[config.mk]
export PLATFORM = sky130hd
export DESIGN_NAME = line_edit_buffer
export DESIGN_NICKNAME = d
export VERILOG_FILES = /design/src/rtl/leb_pkg.sv /design/src/rtl/leb_cell.sv /design/src/rtl/leb_ctrl.sv /design/src/rtl/line_edit_buffer.sv
export SDC_FILE = /design/constraint.sdc
export NUM_CORES = 2
export LEC_CHECK = 0
export BUFFER_PORTS_ARGS = -buffer_cell sky130_fd_sc_hd__buf_2
export CELL_PAD_IN_SITES_DETAIL_PLACEMENT = 0
export CELL_PAD_IN_SITES_GLOBAL_PLACEMENT = 1
export CORE_MARGIN = 4
export CORE_UTILIZATION = 35
export DETAILED_ROUTE_END_ITERATION = 10
export PLACE_DENSITY = 0.63
export SETUP_SLACK_MARGIN = 0.05
export SYNTH_ARGS = -nofsm -noshare
export SYNTH_HDL_FRONTEND = slang
export SYNTH_SLANG_ARGS = --single-unit
[constraint.sdc]
create_clock -name i_clk -period 9.5 [get_ports i_clk]
set_clock_uncertainty 0.1 [all_clocks]
set_input_delay 1.9 -clock i_clk [delete_from_list [all_inputs] [get_ports i_clk]]
set_output_delay 1.9 -clock i_clk [all_outputs]
set_load 0.05 [all_outputs]
[src/rtl/leb_pkg.sv]
// ----------------------------------------------------------------------------
// leb_pkg
// Shared constants, key codes and control types for the line edit buffer.
// ----------------------------------------------------------------------------
package leb_pkg;

    localparam int LINE_CAPACITY = 64;
    localparam int CNT_W         = $clog2(LINE_CAPACITY + 1);
    localparam int READ_W        = 6;
    localparam int CMP_W         = (CNT_W > READ_W) ? CNT_W : READ_W;
    localparam int OUT_CNT_W     = 7;

    localparam logic [7:0] KEY_CTRL_A = 8'h01;
    localparam logic [7:0] KEY_CTRL_B = 8'h02;
    localparam logic [7:0] KEY_CTRL_D = 8'h04;
    localparam logic [7:0] KEY_CTRL_E = 8'h05;
    localparam logic [7:0] KEY_CTRL_F = 8'h06;
    localparam logic [7:0] KEY_BS     = 8'h08;
    localparam logic [7:0] KEY_CTRL_K = 8'h0b;
    localparam logic [7:0] KEY_CTRL_U = 8'h15;
    localparam logic [7:0] KEY_SPACE  = 8'h20;
    localparam logic [7:0] KEY_DEL    = 8'h7f;

    // what the row of cells does on one beat
    typedef struct packed {
        logic             insert;
        logic             remove;
        logic [CNT_W-1:0] pos;
        logic [7:0]       key;
    } t_edit_ctrl;

endpackage

[src/rtl/leb_cell.sv]
// ----------------------------------------------------------------------------
// leb_cell
// One character position: holds a byte, takes the left or right neighbor's
// byte when the line shifts, and drives its byte on a matching read.
// ----------------------------------------------------------------------------
module leb_cell (
    input  logic                      i_clk,
    input  logic [leb_pkg::CNT_W-1:0] i_index,
    input  logic                      i_enable,
    input  leb_pkg::t_edit_ctrl       i_edit,
    input  logic [7:0]                i_left_char,
    input  logic [7:0]                i_right_char,
    input  logic [leb_pkg::READ_W-1:0] i_read_index,
    output logic [7:0]                o_char,
    output logic [7:0]                o_read_data
);
    import leb_pkg::*;

    logic [7:0] r_char;
    logic [7:0] n_char;
    logic       read_hit;

    always_comb begin
        n_char = r_char;
        if (i_edit.insert) begin
            if (i_index > i_edit.pos) begin
                n_char = i_left_char;
            end else if (i_index == i_edit.pos) begin
                n_char = i_edit.key;
            end
        end else if (i_edit.remove) begin
            if (i_index >= i_edit.pos) begin
                n_char = i_right_char;
            end
        end
    end

    always_ff @(posedge i_clk) begin
        if (i_enable) begin
            r_char <= n_char;
        end
    end

    assign read_hit    = (CMP_W'(i_index) == CMP_W'(i_read_index));
    assign o_char      = r_char;
    assign o_read_data = read_hit ? r_char : 8'h00;

endmodule

[src/rtl/leb_ctrl.sv]
// ----------------------------------------------------------------------------
// leb_ctrl
// Key decoder: next cursor and length, and the shift command for the cells.
// ----------------------------------------------------------------------------
module leb_ctrl (
    input  logic                      i_req_type,
    input  logic [7:0]                i_key_byte,
    input  logic [leb_pkg::CNT_W-1:0] i_cursor,
    input  logic [leb_pkg::CNT_W-1:0] i_count,
    output logic [leb_pkg::CNT_W-1:0] o_cursor,
    output logic [leb_pkg::CNT_W-1:0] o_count,
    output logic                      o_dropped,
    output leb_pkg::t_edit_ctrl       o_edit
);
    import leb_pkg::*;

    localparam logic [CNT_W-1:0] ONE = CNT_W'(1);
    localparam logic [CNT_W-1:0] CAP = CNT_W'(LINE_CAPACITY);

    always_comb begin
        o_cursor    = i_cursor;
        o_count     = i_count;
        o_dropped   = 1'b0;
        o_edit      = '0;
        o_edit.pos  = i_cursor;
        o_edit.key  = i_key_byte;
        if (!i_req_type) begin
            case (i_key_byte)
                KEY_BS, KEY_DEL: begin
                    if (i_cursor != '0) begin
                        o_cursor      = i_cursor - ONE;
                        o_count       = i_count - ONE;
                        o_edit.remove = 1'b1;
                        o_edit.pos    = i_cursor - ONE;
                    end
                end
                KEY_CTRL_D: begin
                    if (i_count > i_cursor) begin
                        o_count       = i_count - ONE;
                        o_edit.remove = 1'b1;
                    end
                end
                KEY_CTRL_U: begin
                    o_cursor = '0;
                    o_count  = '0;
                end
                KEY_CTRL_A: o_cursor = '0;
                KEY_CTRL_E: o_cursor = i_count;
                KEY_CTRL_F: begin
                    if (i_cursor < i_count) begin
                        o_cursor = i_cursor + ONE;
                    end
                end
                KEY_CTRL_B: begin
                    if (i_cursor != '0) begin
                        o_cursor = i_cursor - ONE;
                    end
                end
                KEY_CTRL_K: o_count = i_cursor;
                default: begin
                    if (i_key_byte >= KEY_SPACE) begin
                        if (i_count >= CAP) begin
                            o_dropped = 1'b1;
                        end else begin
                            o_cursor      = i_cursor + ONE;
                            o_count       = i_count + ONE;
                            o_edit.insert = 1'b1;
                        end
                    end
                end
            endcase
        end
    end

endmodule

[src/rtl/line_edit_buffer.sv]
// ----------------------------------------------------------------------------
// line_edit_buffer
// Line editor with a cursor, built as a row of character cells that shift
// left or right against the cursor position on each edit beat.
//
//   channel | handshake            | payload
//   --------+----------------------+------------------------------------------
//   input   | i_valid / o_stall    | i_req_type, i_key_byte, i_read_index
//   output  | o_valid / i_stall    | o_cursor, o_line_length, o_read_char,
//           |                      | o_insert_dropped
//
// On every beat all cells shift in parallel, and a read picks its cell
// through a per-cell match into the output register.
// Synchronous active-low reset empties the line; cell contents are not reset.
// A new beat is taken while the output register is empty or being drained,
// so back-to-back beats run at one per cycle while the sink does not stall.
// ----------------------------------------------------------------------------
module line_edit_buffer (
    input  logic                        i_clk,
    input  logic                        i_rst_n,
    input  logic                        i_valid,
    output logic                        o_stall,
    input  logic                        i_req_type,
    input  logic [7:0]                  i_key_byte,
    input  logic [leb_pkg::READ_W-1:0]  i_read_index,
    output logic                        o_valid,
    input  logic                        i_stall,
    output logic [leb_pkg::OUT_CNT_W-1:0] o_cursor,
    output logic [leb_pkg::OUT_CNT_W-1:0] o_line_length,
    output logic [7:0]                  o_read_char,
    output logic                        o_insert_dropped
);
    import leb_pkg::*;

    logic [CNT_W-1:0] r_cursor;
    logic [CNT_W-1:0] r_count;
    logic [CNT_W-1:0] n_cursor;
    logic [CNT_W-1:0] n_count;
    logic             dropped;
    t_edit_ctrl       edit;
    logic             accept;

    logic             r_out_valid;
    logic [OUT_CNT_W-1:0] r_out_cursor;
    logic [OUT_CNT_W-1:0] r_out_length;
    logic [7:0]       r_out_char;
    logic             r_out_dropped;

    logic [7:0]       cell_char [LINE_CAPACITY];
    logic [7:0]       cell_read [LINE_CAPACITY];
    logic [7:0]       read_mux;
    logic [7:0]       read_char;

    assign o_stall = r_out_valid && i_stall;
    assign accept  = i_valid && !o_stall;

    leb_ctrl u_ctrl (
        .i_req_type (i_req_type),
        .i_key_byte (i_key_byte),
        .i_cursor   (r_cursor),
        .i_count    (r_count),
        .o_cursor   (n_cursor),
        .o_count    (n_count),
        .o_dropped  (dropped),
        .o_edit     (edit)
    );

    for (genvar g = 0; g < LINE_CAPACITY; g++) begin : g_cell
        logic [7:0] left_char;
        logic [7:0] right_char;

        if (g == 0) begin : g_first
            assign left_char = 8'h00;
        end else begin : g_mid_l
            assign left_char = cell_char[g-1];
        end
        if (g == LINE_CAPACITY - 1) begin : g_last
            assign right_char = 8'h00;
        end else begin : g_mid_r
            assign right_char = cell_char[g+1];
        end

        leb_cell u_cell (
            .i_clk        (i_clk),
            .i_index      (CNT_W'(g)),
            .i_enable     (accept),
            .i_edit       (edit),
            .i_left_char  (left_char),
            .i_right_char (right_char),
            .i_read_index (i_read_index),
            .o_char       (cell_char[g]),
            .o_read_data  (cell_read[g])
        );
    end

    // at most one cell matches, so an or of all cells picks it
    always_comb begin
        read_mux = 8'h00;
        for (int k = 0; k < LINE_CAPACITY; k++) begin
            read_mux = read_mux | cell_read[k];
        end
    end

    assign read_char = (i_req_type && (CMP_W'(i_read_index) < CMP_W'(r_count)))
                       ? read_mux : 8'h00;

    always_ff @(posedge i_clk) begin
        if (!i_rst_n) begin
            r_cursor    <= '0;
            r_count     <= '0;
            r_out_valid <= 1'b0;
        end else begin
            if (accept) begin
                r_cursor    <= n_cursor;
                r_count     <= n_count;
                r_out_valid <= 1'b1;
            end else if (!i_stall) begin
                r_out_valid <= 1'b0;
            end
        end
    end

    always_ff @(posedge i_clk) begin
        if (accept) begin
            r_out_cursor  <= OUT_CNT_W'(n_cursor);
            r_out_length  <= OUT_CNT_W'(n_count);
            r_out_char    <= read_char;
            r_out_dropped <= dropped;
        end
    end

    assign o_valid          = r_out_valid;
    assign o_cursor         = r_out_cursor;
    assign o_line_length    = r_out_length;
    assign o_read_char      = r_out_char;
    assign o_insert_dropped = r_out_dropped;

endmodule
Word-level counts from Yosys, hierarchy flattened. Cells that the tools add are included.

Magnitude comparators: 133. Bitwise logic cells: 64. Reductions and logical operators: 143. $add $sub $neg: 4. Eq/ne operators: 200. Muxes and demuxes: 407.

Operator list (count): 2-to-1 mux 8 bit (385); OR 8 bit (63); AND reduction 4 bit (64); == test 6 x 7 -> 1 bit, first input constant (32); greater-or-equal comparator 6 x 7 -> 1 bit, first input constant (32); > comparator 6 x 7 -> 1 bit, first input constant (32); == test 6 bit, first input constant (32); != test 3 x 1 -> 1 bit, second input constant (64); nonzero test 2 bit (65); == test 5 x 7 -> 1 bit, first input constant (16); greater-or-equal comparator 5 x 7 -> 1 bit, first input constant (16); > comparator 5 x 7 -> 1 bit, first input constant (16); == test 5 x 6 -> 1 bit, first input constant (16); 2-to-1 mux 7 bit (11); case mux 7 bit (5 select lines) (2); == test 4 x 7 -> 1 bit, first input constant (8); greater-or-equal comparator 4 x 7 -> 1 bit, first input constant (8); > comparator 4 x 7 -> 1 bit, first input constant (8); == test 4 x 6 -> 1 bit, first input constant (8); == test 3 x 7 -> 1 bit, first input constant (4); greater-or-equal comparator 3 x 7 -> 1 bit, first input constant (4); > comparator 3 x 7 -> 1 bit, first input constant (4); == test 3 x 6 -> 1 bit, first input constant (4); == test 8 x 3 -> 1 bit, second input constant (3); 34 further kinds (54).

Word-level logic and storage cells: 1022. Bits in registers: 550.

Longest topological paths before layout.
Depth after elaboration: 65. Gate-level depth with buffers: 15. Depth with buffers taken out: 12.

Hierarchy. A second synthesis with hierarchy kept.

Cell total of the unflattened synthesis: 8753. Area, all modules: 71045.6 um^2.

Modules (own cells, without submodules): leb_cell (area an instance 1043.5 um^2, instances 64, cells each 128); line_edit_buffer (area an instance 2473.6 um^2, instances 1, cells each 283); leb_ctrl (area an instance 1788.0 um^2, instances 1, cells each 278).

Worst setup path before layout. Ideal clock, no wire load.

Kind: input-to-reg. From: input i_key_byte[6]. To: register g_cell[58].u_cell.r_char[0] (enable). Stages: 14. Arrival time: 5304 ps. Path slack: 3713 ps. Path buffers: 6. Cell sequence: buf_2 > or4_4 > buf_6 > nand4bb_1 > buf_6 > a21oi_4 > buf_6 > buf_6 > mux2i_1 > nor3_2 > nand3_1 > clkbuf_1 > nand2_1 > nor3_1.

Word-level cells in the longest chain between the ends: 7. Elaborated cells on any way between the ends: 24. Classes of those cells: order compare: 3; eq/ne: 11; mux: 5; reduce/logical: 5.

Ends and longest elaborated chain: start, declared (line line_edit_buffer.sv:24) `input logic [7:0] i_key_byte,`; == test 8 x 4 -> 1 bit / == test 8 x 7 -> 1 bit (equally long branches) (line leb_ctrl.sv:28) `case (i_key_byte)`; OR reduction 2 bit; 2-to-1 mux 7 bit (line leb_ctrl.sv:28); 2-to-1 mux 9 bit (*) (line leb_ctrl.sv:27) `if (!i_req_type) begin`; > comparator 6 x 7 -> 1 bit, or another cell as far along (line leb_cell.sv:26) `if (i_index > i_edit.pos) begin`; != test 3 x 1 -> 1 bit (no source line) / nonzero test 2 bit (equally long branches); AND reduction 4 bit (no source line) (*); end signal, assigned (line leb_cell.sv:40) `r_char <= n_char;`; end, declared (line leb_cell.sv:19) `logic [7:0] r_char;`.

Every way passes the cells marked *; elsewhere a longest branch is shown, timed or not. A chain may end at the register's enable or synchronous reset.

Final worst setup path.
From: input i_key_byte[2]. To: register g_cell[18].u_cell.r_char[0] (enable).

Word-level cells in the longest chain between the ends: 7. Elaborated cells on any way between the ends: 24. Classes of those cells: order compare: 3; eq/ne: 11; mux: 5; reduce/logical: 5.

Ends and longest elaborated chain (line): == test 8 x 4 -> 1 bit / == test 8 x 7 -> 1 bit (equally long branches) (leb_ctrl.sv:28); OR reduction 2 bit; 2-to-1 mux 7 bit (leb_ctrl.sv:28); 2-to-1 mux 9 bit (*) (leb_ctrl.sv:27); > comparator 5 x 7 -> 1 bit, or another cell as far along (leb_cell.sv:26); != test 3 x 1 -> 1 bit (no source line) / nonzero test 2 bit (equally long branches); AND reduction 4 bit (no source line) (*); end signal, assigned (leb_cell.sv:40); end, declared (leb_cell.sv:19).

Marked as above.

==> run metrics <==
failing checks=capacitance limit, slew limit; slowest stage delay, CP=0.98 ns; Mapped Area=34420 µm²; post-cts sizing count=0; Final min period=7.009 ns; GP Congestion=1.096; vias in the first global route=30870; CP Data Arrival Time=7.19 ns; power per cell area=189.8 nW/µm²; RSZ-0062 raised after global routing=no; Worst R2R Start=r_cursor[1]$_SDFFE_PN0P_; critical setup path kind=input port to flip-flop; Core Area=97140 µm²; CTS clk-pin slew, worst paths=0.05 ns; area of the multi-input gates=16710 µm²; crit end category=flip-flop; cell with the most instances after synthesis=nand2_1; Max stage delay cell, worst path=mux2i_1; CTS buffer count=72; Flop pwr share=0.438; DP HPWL=168800 µm; clk root buf=clkbuf_16; Synth Net Count=3624; max-cap violations=1; EDFF count, synth=535; layout cell share with drive strength beyond 1=0.1115; CTS tree=done; Routed Antenna Nets=0; Site Rows=114; Fillers=9741; Cell Chain, Critical Path=buf_2 -> buf_4 -> inv_2 -> or4_1 -> a21oi_4 -> mux2i_1 -> o21ai_1 -> buf_4 -> nand2b_1 -> nor2_1; outcome=complete, but fails checks; DR iter-0 viols=6372; R2R setup slack=3.58 ns; Worst slew margin=-0.05410; clk buf depth=3; Fin. Hold Viols=0; Clk pwr share=0.390; Worst Hold Class=flip-flop to flip-flop; CP max FO=34; Hold WS=0.4825 ns; initial antenna violation count=37; syn avg cell area=9.593 µm²; Horiz. Die Dim=321.6 µm; Primary FF master, synth=edfxtp_1; routed vias=34500; Pre-antenna DRT Iters=7; Critical R2R Capture=g_cell[18].u_cell.o_char[0]$_DFFE_PP_; WHS Path Cells=3; clock sinks=550; ranking of synthesized cells by area=edfxtp_1 47%, mux2i_1 6.7%, nand2_1 6.0%; # IOs=44; DRT Wirelength=220900 µm; Global Route Usage Sum=0.4161; Starting Density=0.3543; Achievable Freq=142.7 MHz; Sw Share=0.3225; Hold EP=o_valid$_SDFFE_PN0P_; area leader, netlist=edfxtp_1; Final nets=3571; Die ar.=103400 µm²; synthesis-to-finish area growth=12.23%; Peak VDD IR=123.7 µV; combinational fraction of design power=0.172; routed len/inst=45.23 µm; CP required=9.68 ns; grt ovf=0; setup bufs post-CTS=0; first-pass GRT wire length=292000 µm; measured slew at the worst slew-check pin=1.581 ns; critical path startpoint category=input port; synth warn=0; Cells after Synth=3588; most frequent cells after synthesis=547 x nand2_1, 535 x edfxtp_1, 353 x nor2_1; fin. max-slew vios=11; sequential area share after synthesis=0.4755; Leakage Power=0.01373 µW; Cell Int Power=4966 µW; ys async rst share=0; largest net degree at the start of global routing=223; Hold Startpoint=o_valid$_SDFFE_PN0P_; Setup TNS=0 ns; Finish-stage setup viols=0; area share of the largest cell type after synthesis=0.4668; htree depth=3; vias per inst=7.061; period utilization=0.7378; FF-to-FF path depth=10; cell mode on critical path=buf_4; post-synthesis sequential element count=550; count of hold buffers inserted by post-cts repair=0; port bufs=43; number of remaining DRC errors=0; clk_lat worst skew=0.66 ns; Psw=2365 µW; die height=321.6 µm; Sequential Area=16370 µm²; number of distinct library cells after synthesis=106
-- per-layer routing --
metal,part of all wire,wire [µm],vias up,GRT usage
li1,-,-,13870,-
met4,0.072,15940,14,0.2525
met3,0.11,24720,549,0.1088
met2,0.41,89520,2750,0.5805
met1,0.41,90680,17310,0.5752
met5,0.00041,91,-,0
-- state kept, by name, summed over array words and instances, names as in the netlist --
register	count
o_read_char	8
o_cursor	7
g_cell.u_cell.o_char	512
o_insert_dropped	1
r_cursor	7
r_count	7
o_line_length	7
o_valid	1
-- how the worst max path moves through the flow --
stage | start | endpoint | slack (ns) | cells after the start
floorplan | i_key_byte[6] | g_cell[58].u_cell.o_char[0]$_DFFE_PP_ | 3.71 | 14
global route | i_key_byte[2] | g_cell[59].u_cell.o_char[4]$_DFFE_PP_ | 2.49 | 11
finish | i_key_byte[2] | g_cell[18].u_cell.o_char[0]$_DFFE_PP_ | 2.49 | 10
detailed placement | i_key_byte[2] | g_cell[59].u_cell.o_char[0]$_DFFE_PP_ | 2.08 | 11
CTS | i_key_byte[2] | g_cell[41].u_cell.o_char[3]$_DFFE_PP_ | 2.75 | 10
global placement | i_key_byte[2] | g_cell[59].u_cell.o_char[3]$_DFFE_PP_ | 2.14 | 11
-- through the flow --
stage,std cells,area [µm²],setup slack (ns),power (µW),util
6_report,4885,38630,2.491,7331,0.3976
5_1_grt,4864,38570,2.488,7494,0.3971
4_1_cts,4864,38570,2.746,7286,0.3971
3_5_place_dp,4737,36180,2.076,4447,0.3725
3_3_place_gp,4737,36180,2.143,4440,0.3725
2_1_floorplan,3588,34420,3.713,3818,-
-- critical path, delay by kind of cell --
kind                   cells  cell delay (ns)
AOI/OAI and AO/OA          2             1.16
buffers and inverters      4             1.18
muxes                      1             0.98
and+or+nand+nor            3             1.91
-- power groups by stage --
stage          Clock, µW  Combinational (µW)  Sequential [µW]
2_1_floorplan          0                 789             3030
3_3_place_gp           0                1210             3230
3_5_place_dp           0                1220             3230
4_1_cts             2890                1220             3180
5_1_grt             2980                1330             3190
6_report            2860                1260             3210
-- cell families (layout without fill, tap and decap cells) --
group | count (synthesis) | count (layout) | share of synthesized area
AO/OA/AOI/OAI | 1116 | 1116 | 0.2322
buffers and inverters | 349 | 349 | 0.04261
multiplexers | 236 | 236 | 0.06907
XOR/XNOR | 8 | 8 | 0.002036
flip-flops | 550 | 550 | 0.4755
other | 0 | 21 | 0
adder cells (fa/ha/maj) | 17 | 17 | 0.006180
AND/OR/NAND/NOR | 1312 | 1312 | 0.1725
-- cell usage in the layout (no fill, tap or decap), types with 15 or more instances in the layout --
master     count
o21ai_1       36
diode_2       21
o211ai_1      35
a31oi_1      171
a21oi_1       64
inv_1         23
a22o_1       121
a221oi_1     127
nor3_1        35
o31ai_1       40
buf_4        151
edfxtp_1     535
a22oi_1       22
nand4_1      116
a221o_1       72
and2_1        21
o21ai_0      293
ha_1          17
nor2_1       342
nor4_1        43
and3_1        20
nand3_1       99
nand2_1      547
buf_2         41
dfxtp_1       15
clkbuf_16     76
mux2i_1      227
-- final cells by class --
type	count	area share
Sequential cell	550	0.4237
Clock inverter	39	0.01143
Antenna cell	21	0.001360
Multi-Input combinational cell	2689	0.4325
Inverter	26	0.002527
Tap cell	1276	0.04133
Timing Repair Buffer	196	0.03673
Clock buffer	88	0.05040
Note: power is estimated with default switching activity, not from simulation.
